==> src/hdl/tgea_pkg.sv <==
`timescale 1ns / 1ps
`default_nettype none
package tgea_pkg;

	localparam int QUEUE_DEPTH  = 16;
	localparam int PTR_W        = $clog2(QUEUE_DEPTH);
	localparam int CNT_W        = $clog2(QUEUE_DEPTH + 1);
	localparam int MAX_CAPACITY = 8;
	localparam int OCC_W        = $clog2(MAX_CAPACITY + 1);
	localparam int CAP_W        = 4;
	localparam int THR_W        = 16;
	localparam int TIME_W       = 32;
	localparam int ID_W         = 16;
	localparam int SERVE_W      = 16;
	localparam int APB_AW       = 3;
	localparam int APB_DW       = 32;

	localparam logic KIND_ARRIVAL   = 1'b0;
	localparam logic KIND_DEPARTURE = 1'b1;
	localparam logic STATUS_ADMIT   = 1'b0;
	localparam logic STATUS_DROP    = 1'b1;
	localparam logic REG_CAPACITY   = 1'b0;
	localparam logic REG_AGING      = 1'b1;

	localparam logic [CAP_W-1:0] CAP_RESET = CAP_W'(3);
	localparam logic [THR_W-1:0] THR_RESET = THR_W'(5);

	typedef struct packed {
		logic               kind;
		logic [TIME_W-1:0]  event_time;
		logic               group;
		logic [ID_W-1:0]    person_id;
		logic [SERVE_W-1:0] hold_time;
	} req_t;

	typedef struct packed {
		logic              status;
		logic [ID_W-1:0]   granted_id;
		logic              granted_group;
		logic [TIME_W-1:0] leave_time;
		logic              last;
	} rsp_t;

	typedef struct packed {
		logic [ID_W-1:0]    id;
		logic [TIME_W-1:0]  arrive;
		logic [SERVE_W-1:0] serve;
	} entry_t;

	typedef struct packed {
		logic [CAP_W-1:0] capacity;
		logic [THR_W-1:0] age_limit;
	} cfg_t;

	typedef struct packed {
		logic             en;
		logic             grp;
		logic [PTR_W-1:0] addr;
		entry_t           data;
	} qwr_t;

	function automatic logic [PTR_W-1:0] ptr_bump(input logic [PTR_W-1:0] p);
		logic [PTR_W-1:0] r;
		r = (p == PTR_W'(QUEUE_DEPTH - 1)) ? '0 : p + PTR_W'(1);
		return r;
	endfunction

endpackage
`default_nettype wire

==> src/hdl/tgea_qram.sv <==
`timescale 1ns / 1ps
`default_nettype none
module tgea_qram
	import tgea_pkg::*;
(
	input  wire logic             clk,
	input  wire qwr_t             wr,
	input  wire logic [PTR_W-1:0] rd_addr0,
	input  wire logic [PTR_W-1:0] rd_addr1,
	output entry_t                rd_data0,
	output entry_t                rd_data1
);

	entry_t mem0 [QUEUE_DEPTH];
	entry_t mem1 [QUEUE_DEPTH];

	always_ff @(posedge clk) begin
		if (wr.en && !wr.grp) begin
			mem0[wr.addr] <= wr.data;
		end
		if (wr.en && wr.grp) begin
			mem1[wr.addr] <= wr.data;
		end
		rd_data0 <= mem0[rd_addr0];
		rd_data1 <= mem1[rd_addr1];
	end

endmodule
`default_nettype wire

==> src/hdl/tgea_cfg.sv <==
`timescale 1ns / 1ps
`default_nettype none
module tgea_cfg
	import tgea_pkg::*;
(
	input  wire logic              clk,
	input  wire logic              arst_n,
	input  wire logic              psel,
	input  wire logic              penable,
	input  wire logic              pwrite,
	input  wire logic [APB_AW-1:0] paddr,
	input  wire logic [APB_DW-1:0] pwdata,
	output logic      [APB_DW-1:0] prdata,
	output logic                   pready,
	output cfg_t                   cfg
);

	logic [CAP_W-1:0] cap_q;
	logic [THR_W-1:0] thr_q;
	logic             wr_en;

	assign pready = 1'b1;
	assign wr_en  = psel & penable & pwrite & pready;

	always_ff @(posedge clk or negedge arst_n) begin
		if (!arst_n) begin
			cap_q <= CAP_RESET;
			thr_q <= THR_RESET;
		end else if (wr_en) begin
			case (paddr[2])
				REG_CAPACITY: cap_q <= pwdata[CAP_W-1:0];
				REG_AGING:    thr_q <= pwdata[THR_W-1:0];
				default:      cap_q <= cap_q;
			endcase
		end
	end

	always_comb begin
		case (paddr[2])
			REG_CAPACITY: prdata = APB_DW'(cap_q);
			REG_AGING:    prdata = APB_DW'(thr_q);
			default:      prdata = '0;
		endcase
	end

	assign cfg.capacity  = cap_q;
	assign cfg.age_limit = thr_q;

endmodule
`default_nettype wire

==> src/hdl/tgea_ctrl.sv <==
`timescale 1ns / 1ps
`default_nettype none
module tgea_ctrl
	import tgea_pkg::*;
(
	input  wire logic             clk,
	input  wire logic             arst_n,
	input  wire cfg_t             cfg,
	input  wire logic             req_valid,
	output logic                  req_stall,
	input  wire req_t             req,
	output logic                  rsp_valid,
	input  wire logic             rsp_stall,
	output rsp_t                  rsp,
	output qwr_t                  qwr,
	output logic      [PTR_W-1:0] rd_addr0,
	output logic      [PTR_W-1:0] rd_addr1,
	input  wire entry_t           rd_data0,
	input  wire entry_t           rd_data1
);

	typedef enum logic [1:0] {S_IDLE, S_WAIT, S_DECIDE, S_OUT} state_t;

	state_t            state_q;
	logic [TIME_W-1:0] now_q;
	logic              grp_q;
	logic [ID_W-1:0]   id_q;
	logic              drop_q;
	logic [CNT_W-1:0]  cnt0_q, cnt1_q;
	logic [PTR_W-1:0]  head0_q, tail0_q, head1_q, tail1_q;
	logic              occ_busy_q;
	logic              occ_grp_q;
	logic [OCC_W-1:0]  occ_cnt_q;
	logic [OCC_W-1:0]  nres_q;
	rsp_t              rsp_q;

	logic              accept;
	logic [OCC_W-1:0]  cap_eff;
	logic [CNT_W-1:0]  arr_cnt;
	logic              arr_full;
	logic [TIME_W-1:0] w0, w1;
	logic [TIME_W:0]   w0_lim, w1_lim;
	logic              old0, old1;
	logic              pick;
	logic              sel_grp;
	logic [CNT_W-1:0]  sel_cnt;
	entry_t            sel_entry;
	logic              can_admit;
	logic              more;

	assign accept    = req_valid && (state_q == S_IDLE);
	assign req_stall = (state_q != S_IDLE);
	assign rsp_valid = (state_q == S_OUT);
	assign rsp       = rsp_q;
	assign rd_addr0  = head0_q;
	assign rd_addr1  = head1_q;

	always_comb begin
		if (cfg.capacity == '0) begin
			cap_eff = OCC_W'(1);
		end else if (cfg.capacity > CAP_W'(MAX_CAPACITY)) begin
			cap_eff = OCC_W'(MAX_CAPACITY);
		end else begin
			cap_eff = OCC_W'(cfg.capacity);
		end
	end

	assign arr_cnt  = req.group ? cnt1_q : cnt0_q;
	assign arr_full = (arr_cnt == CNT_W'(QUEUE_DEPTH));

	assign qwr.en          = accept && (req.kind == KIND_ARRIVAL) && !arr_full;
	assign qwr.grp         = req.group;
	assign qwr.addr        = req.group ? tail1_q : tail0_q;
	assign qwr.data.id     = req.person_id;
	assign qwr.data.arrive = req.event_time;
	assign qwr.data.serve  = req.hold_time;

	assign w0     = now_q - rd_data0.arrive;
	assign w1     = now_q - rd_data1.arrive;
	assign w0_lim = {1'b0, w0} + (TIME_W + 1)'(cfg.age_limit);
	assign w1_lim = {1'b0, w1} + (TIME_W + 1)'(cfg.age_limit);
	assign old0   = {1'b0, w0} > w1_lim;
	assign old1   = {1'b0, w1} > w0_lim;

	always_comb begin
		if (cnt0_q == '0) begin
			pick = 1'b1;
		end else if (cnt1_q == '0) begin
			pick = 1'b0;
		end else if (old0) begin
			pick = 1'b0;
		end else if (old1) begin
			pick = 1'b1;
		end else begin
			pick = (cnt0_q >= cnt1_q) ? 1'b0 : 1'b1;
		end
	end

	assign sel_grp   = occ_busy_q ? occ_grp_q : pick;
	assign sel_cnt   = sel_grp ? cnt1_q : cnt0_q;
	assign sel_entry = sel_grp ? rd_data1 : rd_data0;
	assign can_admit = (occ_cnt_q < cap_eff) && (sel_cnt != '0)
		&& (nres_q < OCC_W'(MAX_CAPACITY));
	assign more      = ((occ_cnt_q + OCC_W'(1)) < cap_eff) && (sel_cnt > CNT_W'(1))
		&& ((nres_q + OCC_W'(1)) < OCC_W'(MAX_CAPACITY));

	always_ff @(posedge clk or negedge arst_n) begin
		if (!arst_n) begin
			state_q    <= S_IDLE;
			now_q      <= '0;
			grp_q      <= 1'b0;
			id_q       <= '0;
			drop_q     <= 1'b0;
			cnt0_q     <= '0;
			cnt1_q     <= '0;
			head0_q    <= '0;
			tail0_q    <= '0;
			head1_q    <= '0;
			tail1_q    <= '0;
			occ_busy_q <= 1'b0;
			occ_grp_q  <= 1'b0;
			occ_cnt_q  <= '0;
			nres_q     <= '0;
			rsp_q      <= '0;
		end else begin
			case (state_q)
				S_IDLE: begin
					if (accept) begin
						now_q  <= req.event_time;
						grp_q  <= req.group;
						id_q   <= req.person_id;
						nres_q <= '0;
						drop_q <= 1'b0;
						if (req.kind == KIND_ARRIVAL) begin
							state_q <= S_WAIT;
							if (arr_full) begin
								drop_q <= 1'b1;
							end else if (req.group) begin
								tail1_q <= ptr_bump(tail1_q);
								cnt1_q  <= cnt1_q + CNT_W'(1);
							end else begin
								tail0_q <= ptr_bump(tail0_q);
								cnt0_q  <= cnt0_q + CNT_W'(1);
							end
						end else if (occ_cnt_q != '0) begin
							state_q   <= S_WAIT;
							occ_cnt_q <= occ_cnt_q - OCC_W'(1);
							if (occ_cnt_q == OCC_W'(1)) begin
								occ_busy_q <= 1'b0;
							end
						end
					end
				end
				S_WAIT: begin
					state_q <= S_DECIDE;
				end
				S_DECIDE: begin
					if (drop_q) begin
						drop_q              <= 1'b0;
						nres_q              <= OCC_W'(1);
						rsp_q.status        <= STATUS_DROP;
						rsp_q.granted_id    <= id_q;
						rsp_q.granted_group <= grp_q;
						rsp_q.leave_time    <= '0;
						rsp_q.last          <= !can_admit;
						state_q             <= S_OUT;
					end else if (can_admit) begin
						nres_q              <= nres_q + OCC_W'(1);
						occ_cnt_q           <= occ_cnt_q + OCC_W'(1);
						occ_busy_q          <= 1'b1;
						occ_grp_q           <= sel_grp;
						rsp_q.status        <= STATUS_ADMIT;
						rsp_q.granted_id    <= sel_entry.id;
						rsp_q.granted_group <= sel_grp;
						rsp_q.leave_time    <= now_q + TIME_W'(sel_entry.serve);
						rsp_q.last          <= !more;
						if (sel_grp) begin
							head1_q <= ptr_bump(head1_q);
							cnt1_q  <= cnt1_q - CNT_W'(1);
						end else begin
							head0_q <= ptr_bump(head0_q);
							cnt0_q  <= cnt0_q - CNT_W'(1);
						end
						state_q <= S_OUT;
					end else begin
						state_q <= S_IDLE;
					end
				end
				S_OUT: begin
					if (!rsp_stall) begin
						state_q <= rsp_q.last ? S_IDLE : S_WAIT;
					end
				end
				default: state_q <= S_IDLE;
			endcase
		end
	end

endmodule
`default_nettype wire

==> src/hdl/two_group_exclusive_admission_arbiter_top.sv <==
// Two-group exclusive admission arbiter with aging.
// Request channel (req_valid / req_stall / req): one arrival or departure
// event per transfer, in time order. Result channel (rsp_valid / rsp_stall
// / rsp): zero to eight results per event, in order, the final one marked
// by rsp.last. A full queue gives a drop result first, then any admissions.
// Configuration: APB port, capacity at byte address 0, aging threshold at 4.
// Sequence: after the request transfer the controller passes through a wait
// state and a decide state before the first result is presented; a departure
// with nothing occupied is taken without leaving idle. Each result waits on
// the registered read of the queue head memory before it can be formed, and
// an event with no result returns to idle from the decide state.
// The request side stalls from acceptance until the last result of that
// event has been transferred. A stalled result holds its value.
// Reset clears both queues' counts and pointers, the occupancy and the
// configuration (capacity 3, aging threshold 5); no memory clearing pass.
`timescale 1ns / 1ps
`default_nettype none
module two_group_exclusive_admission_arbiter_top
	import tgea_pkg::*;
(
	input  wire logic              clk,
	input  wire logic              arst_n,
	input  wire logic              req_valid,
	output logic                   req_stall,
	input  wire req_t              req,
	output logic                   rsp_valid,
	input  wire logic              rsp_stall,
	output rsp_t                   rsp,
	input  wire logic              psel,
	input  wire logic              penable,
	input  wire logic              pwrite,
	input  wire logic [APB_AW-1:0] paddr,
	input  wire logic [APB_DW-1:0] pwdata,
	output logic      [APB_DW-1:0] prdata,
	output logic                   pready
);

	cfg_t             cfg;
	qwr_t             qwr;
	logic [PTR_W-1:0] rd_addr0, rd_addr1;
	entry_t           rd_data0, rd_data1;

	tgea_cfg u_cfg (
		.clk     (clk),
		.arst_n  (arst_n),
		.psel    (psel),
		.penable (penable),
		.pwrite  (pwrite),
		.paddr   (paddr),
		.pwdata  (pwdata),
		.prdata  (prdata),
		.pready  (pready),
		.cfg     (cfg)
	);

	tgea_qram u_qram (
		.clk      (clk),
		.wr       (qwr),
		.rd_addr0 (rd_addr0),
		.rd_addr1 (rd_addr1),
		.rd_data0 (rd_data0),
		.rd_data1 (rd_data1)
	);

	tgea_ctrl u_ctrl (
		.clk       (clk),
		.arst_n    (arst_n),
		.cfg       (cfg),
		.req_valid (req_valid),
		.req_stall (req_stall),
		.req       (req),
		.rsp_valid (rsp_valid),
		.rsp_stall (rsp_stall),
		.rsp       (rsp),
		.qwr       (qwr),
		.rd_addr0  (rd_addr0),
		.rd_addr1  (rd_addr1),
		.rd_data0  (rd_data0),
		.rd_data1  (rd_data1)
	);

endmodule
`default_nettype wire

==> config.mk <==
export PLATFORM = sky130hd
export DESIGN_NAME = two_group_exclusive_admission_arbiter_top
export DESIGN_NICKNAME = d
export VERILOG_FILES = /design/src/hdl/tgea_pkg.sv /design/src/hdl/tgea_qram.sv /design/src/hdl/tgea_cfg.sv /design/src/hdl/tgea_ctrl.sv /design/src/hdl/two_group_exclusive_admission_arbiter_top.sv
export SDC_FILE = /design/constraint.sdc
export NUM_CORES = 2
export LEC_CHECK = 0
export BUFFER_PORTS_ARGS = -buffer_cell sky130_fd_sc_hd__buf_2
export CAP_MARGIN = 15
export CELL_PAD_IN_SITES_DETAIL_PLACEMENT = 0
export CELL_PAD_IN_SITES_GLOBAL_PLACEMENT = 1
export CORE_MARGIN = 2
export CORE_UTILIZATION = 40
export CTS_CLUSTER_DIAMETER = 200
export CTS_CLUSTER_SIZE = 30
export DETAILED_ROUTE_END_ITERATION = 10
export PLACE_DENSITY_LB_ADDON = 0.1
export SYNTH_ARGS = -nofsm -noshare
export SYNTH_HDL_FRONTEND = slang
export SYNTH_SLANG_ARGS = --single-unit
==> constraint.sdc <==
create_clock -name clk -period 28.1 [get_ports clk]
set_clock_uncertainty 0.15 [all_clocks]
set_input_delay 2.81 -clock clk [delete_from_list [all_inputs] [get_ports clk]]
set_output_delay 2.81 -clock clk [all_outputs]
set_load 0.02 [all_outputs]
# Yosys cells after proc, flatten, opt, wreduce, memory -nomap -nowiden
# Memory sizes are Yosys's and may differ from the RTL's. A register that Yosys moved wholly into a read port is not among the register bits.
# Index checks and enable logic that the tools add are counted.
[word_totals]
regBits = 159
ramBits = 2048
inputBits = 108
out_inout_bits = 86
word_cells = 187
n_memories = 2
[memory_table]
columns = ["memory", "depth", "word_bits", "read_ports", "rd_clocked_by_memory_dff", "wr", "line_no", "rtl"]
rows = [
  ["u_qram.mem0", 16, 64, 1, 1, 1, "tgea_qram.sv:14", "entry_t mem0 [QUEUE_DEPTH];"],
  ["u_qram.mem1", 16, 64, 1, 1, 1, "tgea_qram.sv:15", "entry_t mem1 [QUEUE_DEPTH];"],
]
[classes]
n_addsub = 16
n_lt_le_gt_ge = 9
eq_ne = 24
n_mux = 68
n_bitwise = 8
reduce_logical = 38
[ops]
columns = ["cell", "count"]
rows = [
  ["2-to-1 mux 51 bit", 2],
  ["2-to-1 mux 5 bit", 16],
  ["adder 32 x 16 -> 33 bit", 2],
  ["greater-than comparator 32 x 33 -> 1 bit", 2],
  ["2-to-1 mux 64 bit", 1],
  ["one-hot mux 32 bit (2 select lines)", 1],
  ["subtractor 32 bit", 2],
  ["2-to-1 mux 4 bit", 15],
  ["adder 32 x 16 -> 32 bit", 1],
  ["adder 4 x 1 -> 4 bit (second input constant)", 6],
  ["2-to-1 mux 1 bit", 20],
  ["inequality test 2 bit (second input constant)", 10],
  ["one-hot mux 5 bit (2 select lines)", 2],
  ["equality test 4 bit (second input constant)", 4],
  ["one-hot mux 4 bit (2 select lines)", 2],
  ["AND reduction 8 bit", 2],
  ["2-to-1 mux 2 bit", 6],
  ["adder 5 x 1 -> 5 bit (second input constant)", 2],
  ["zero test 5 bit", 2],
  ["AND reduction 2 bit", 5],
  ["AND reduction 5 bit", 2],
  ["subtractor 5 x 1 -> 5 bit (second input constant)", 2],
  ["logical AND 1 bit", 9],
  ["AND reduction 3 bit", 3],
  ["26 further kinds", 44],
]

# Longest topological paths before layout
[logic_depth]
word_depth = 15
ltp_mapped = 46
depth_no_buf = 45

# Modules after synthesis
# A second synthesis with hierarchy kept.
[unflattened]
hier_cells = 5227
hier_area_um2 = 95801.9
[by_module_without_submodules]
columns = ["mod", "instances", "cells_per_inst", "area_each_um2", "seq_area_each_um2"]
rows = [
  ["tgea_qram", 1, 3299, 79163.4, 64061.4],
  ["tgea_ctrl", 1, 1848, 15558.7, 3478.3],
  ["tgea_cfg", 1, 80, 1079.8, 505.5],
]

# Worst setup path after synthesis
# No wires, ideal clock.
[synth_timing]
kind = "flip-flop to flip-flop"
start = "register u_ctrl.now_q[0]"
end = "register u_ctrl.rsp_q (netlist bit u_ctrl.rsp[32])"
setup_time_ps = 69
arrival_time_ps = 8972
required_time_ps = 27881
setup_slack_ps = 18910
path_stages_with_launch = 43
n_path_buf = 1
synth_period_minus_slack_ps = 9190
cell_sequence = "dfrtp_1 > inv_1 > ha_1 > inv_1 > fa_1 > a21o_1 > a311o_1 > a21o_1 > a21oi_1 > xnor2_1 > ha_1 > and3_1 > o211ai_1 > a21oi_1 > o31ai_1 > a21oi_1 > a31oi_1 > or4_4 > (+7 left out) > o2111ai_1 > o221ai_1 > a32o_1 > nor2_1 > buf_2 > mux2_2 > ha_1 > a21oi_1 > nand2_1 > a31oi_1 > o21ai_0 > a31oi_1 > o21ai_0 > a2111oi_0 > o31ai_1 > nand2_1 > or4_1 > nand3_1"
[synth_via]
elab_chain_cells = 14
word_cells_on_any_way = 21
cone_classes = "5 x add/sub; 2 x order compare; 9 x mux; 5 x reduce/logical"
[synth_lines]
columns = ["element", "line_no", "rtl"]
rows = [
  ["start, declared", "tgea_ctrl.sv:25", "logic [TIME_W-1:0] now_q;"],
  ["start signal, assigned", "tgea_ctrl.sv:129", "now_q <= req.event_time;"],
  ["parallel branches: the longest is 14 deep, another holds adder 32 x 16 -> 33 bit", "n/a", ""],
  ["end, declared", "tgea_ctrl.sv:35", "rsp_t rsp_q;"],
]
# Several ways; the timed one is not identified. The select of a mux whose other input is x is not followed.
# A chain may end at the register's enable or synchronous reset.

# Worst setup path in the final report
[layout_timing]
start = "register u_ctrl.now_q[1]"
end = "register u_ctrl.rsp_q (netlist bit u_ctrl.rsp[32])"
# The elaborated chain is that of the path after synthesis.

==> results.sh <==
export IMPL_status="finished, final reports clean"
export IMPL_antenna_found_initial=33
export IMPL_multi_input_comb_area_sq_mm=0.0275
export IMPL_first_pass_iters=5
export IMPL_grt_pass1_vias=52400
export IMPL_cpPeakStageDelay_ns=1.02
export IMPL_layout_nets=6233
export IMPL_area_growth_syn_to_layout_pct=7.87
export IMPL_fmaxAchievable_mhz=74.8
export IMPL_cp_slowest_cell="o21ai_0"
export IMPL_start_util_pct=40.2
export IMPL_dr_total_vias=53000
export IMPL_layout_drive_gt1_share_pct=14.7
export IMPL_grt_max_degree=101
export IMPL_clockBufferDepth=3
export IMPL_hold_viol=0
export IMPL_io_buffer_count=158
export IMPL_seqCellArea_sq_mm=0.0681
export IMPL_cts_root_buffer="clkbuf_16"
export IMPL_placed_area_sq_mm=0.102
export IMPL_post_cts_buffers=0
export IMPL_crit_top_cell="a21oi_1"
export IMPL_ys_async_sr_fraction_pct=6.81
export IMPL_postCtsResizedCells=0
export IMPL_yosys_cell_types_count=93
export IMPL_first_iter_violations=5266
export IMPL_tightest_slew_ns=1.26
export IMPL_fp_dieArea_sq_mm=0.246
export IMPL_critical_path_endpoint_type="flip-flop"
export IMPL_post_route_min_period_ns=13.37
export IMPL_syn_area_sq_mm=0.0968
export IMPL_overflow=0
export IMPL_crit_fanout=20
export IMPL_postCtsHoldBufs=0
export IMPL_clk_latency_ns=0.81
export IMPL_cts_tree="yes"
export IMPL_reg2reg_depth=42
export IMPL_htree_levels=3
export IMPL_final_cell_mix="edfxtp_1 (2048), mux2i_1 (455), o21ai_0 (286)"
export IMPL_required_ns=28.66
export IMPL_post_route_period_util_pct=47.6
export IMPL_cp_start_kind="flip-flop"
export IMPL_post_dp_hpwl_um=163000
export IMPL_crit_arrival_ns=13.93
export IMPL_final_antenna_net_count=0
export IMPL_numCtsBuffers=88
export IMPL_row_count=180
export IMPL_syn_area_per_cell_sq_um=16.6
export IMPL_design_area_sq_mm=0.104
export IMPL_synth_seq_cells=2335
export IMPL_routed_wirelength_um=280000
export IMPL_layout_commonest_cell="edfxtp_1"
export IMPL_synth_edf_count=2048
export IMPL_postLayoutCoreUtil_pct=43.4
export IMPL_chipHeight_um=496
export IMPL_viasPerCell=5.77
export IMPL_wl_per_cell_um=30.5
export IMPL_syn_inst=5830
export IMPL_core_area_sq_mm=0.241
export IMPL_setup_worst_path_class="flip-flop to flip-flop"
export IMPL_ys_flop_type="edfxtp_1"
export IMPL_grt_pass1_wl_um=392000
export IMPL_grt_setup_unrepaired="no"
export IMPL_power_density_mw_per_mm2=117
export IMPL_die_w_um=496
export IMPL_gp_congestion=0.819
export IMPL_grtUsageTotal_pct=22.3
export IMPL_setup_violations=0
export IMPL_ios=194
export IMPL_hold_class="flip-flop to flip-flop"
export IMPL_relSlewSlack_pct=15.2
export IMPL_tns_ns=0
export IMPL_ys_seq_area_share_pct=70.3
export IMPL_maxCapViolations=0
export IMPL_whs_path_depth=2
export IMPL_cts_sinks=2335
export IMPL_drc=0
export IMPL_slew_violations=0
export IMPL_ir_drop_mv=0.107
export IMPL_fill_cells=21300
export IMPL_p_leak_nw=35.5
export IMPL_yosys_warnings=0
export IMPL_clk_transition_reported_paths_ns=0.13
## registers in the layout, indices dropped and copies added (netlist names)
name               count
u_qram.rd_data1       64
u_qram.mem1         1024
u_ctrl.now_q          32
u_cfg.cap_q            4
u_ctrl.drop_q          1
u_ctrl.tail1_q         4
u_ctrl.nres_q          4
u_qram.mem0         1024
u_qram.rd_data0       64
u_ctrl.occ_grp_q       1
u_ctrl.rsp            51
u_ctrl.cnt0_q          5
u_ctrl.grp_q           1
u_ctrl.occ_cnt_q       4
u_ctrl.rd_addr0        4
u_ctrl.rd_addr1        4
u_cfg.thr_q           16
u_ctrl.id_q           16
u_ctrl.occ_busy_q      1
u_ctrl.cnt1_q          5
u_ctrl.state_q         2
u_ctrl.tail0_q         4
## final timing paths
path | from | end | slack, ns
worst max-delay path | u_ctrl.now_q[1] | u_ctrl.rsp[32] | 14.73
worst min-delay path | u_qram.rd_data0[49] | u_ctrl.rsp[35] | 0.32
worst max register to register | u_ctrl.now_q[1] | u_ctrl.rsp[32] | 14.73
worst min register to register | u_qram.rd_data0[49] | u_ctrl.rsp[35] | 0.32
max in group asynchronous | arst_n | u_ctrl.rd_addr0[3] | 23.86
min in group asynchronous | arst_n | u_cfg.thr_q[1] | 1.79
## synthesized netlist by cell type (all sizes together) (7+ instances only)
library cell	instances	area, sq um
nand2	281	1050
o211ai	33	248
dfxtp	128	2560
buf	79	374
a21o	72	541
and4	9	81.3
or2	13	81.3
o31ai	15	113
o311ai	11	104
nand3	56	285
nor2b	23	144
o21bai	16	120
dfrtp	155	3880
nand4	52	325
fa	7	140
or3	8	50.1
xor2	59	517
a2111oi	8	76.3
a31oi	19	119
clkbuf	216	811
nor3	39	206
a22o	9	78.8
xnor2	85	744
mux2i	455	4550
edfxtp	2048	61500
mux4	256	5770
ha	205	2560
nor2	139	522
o21a	24	180
and3	38	243
a22oi	127	953
a211oi	15	118
inv	127	477
a221oi	196	1720
nand2b	23	144
a21oi	217	1090
and2	32	200
mux2	159	1800
nor4	9	62.6
o21ai	290	1460
## power by group
part           total, W  switching, W  leakage (nW)  internal [W]
sequential      0.00431      0.000306          21.4       0.00401
combinational   0.00620       0.00377          12.8       0.00244
clock           0.00169       0.00107          1.25      0.000620
total            0.0122       0.00514          35.5       0.00706
## cells by family (layout without fill, tap and decap cells)
group	count (synthesis)	after routing	synth area share [%]
compound gates	1105	1105	7.68
buf+inv	424	567	1.72
mux	870	870	12.5
other cells	2	25	0.00776
fa+ha+maj	212	212	2.79
xor+xnor	144	144	1.30
flops	2335	2335	70.3
simple gates	738	738	3.66
## metrics by stage
| step | cells | hold slack [ns] | power (W) | setup slack (ns) |
|---|---|---|---|---|
| final | 9181 | 0.315 | 0.0122 | 14.73 |
| after global routing | 9177 | 0.351 | 0.0130 | 14.21 |
| after CTS | 9173 | 0.330 | 0.0123 | 14.72 |
| after detailed placement | 9008 | 0.313 | 0.0106 | 14.82 |
| after global placement | 9007 | 0.307 | 0.0106 | 14.77 |
| after floorplan | 5845 | 0.288 | 0.00852 | 18.91 |
## layer usage
layer  vias to the layer above  part of all wire, %  GRT usage [%]
met5                         -                0.022              0
met1                     28100                   46           32.8
met4                        10                  2.1           4.83
li1                      23300                    -              -
met2                      1426                   46           35.4
met3                       253                  5.6           3.28
## layout make-up
type                       count  area share [%]
tap                         3185            3.82
antenna                        8          0.0192
inverter                     129           0.466
sequential                  2335            65.2
multi-input combinational   3086            26.3
clock inverter                 9           0.165
timing repair buffer         273            1.65
clock buffer                 156            2.36
## critical path, delay by kind of cell, from the launching register on
family	cells	cell delay, ns
AOI/OAI and AO/OA	24	7.00
and+or+nand+nor	8	2.17
adders and majority gates	4	1.38
buffers and inverters	3	0.87
DFF	1	0.80
xor gates and xnor gates	2	0.47
muxes	1	0.36
(Power assumes the default switching activity.)
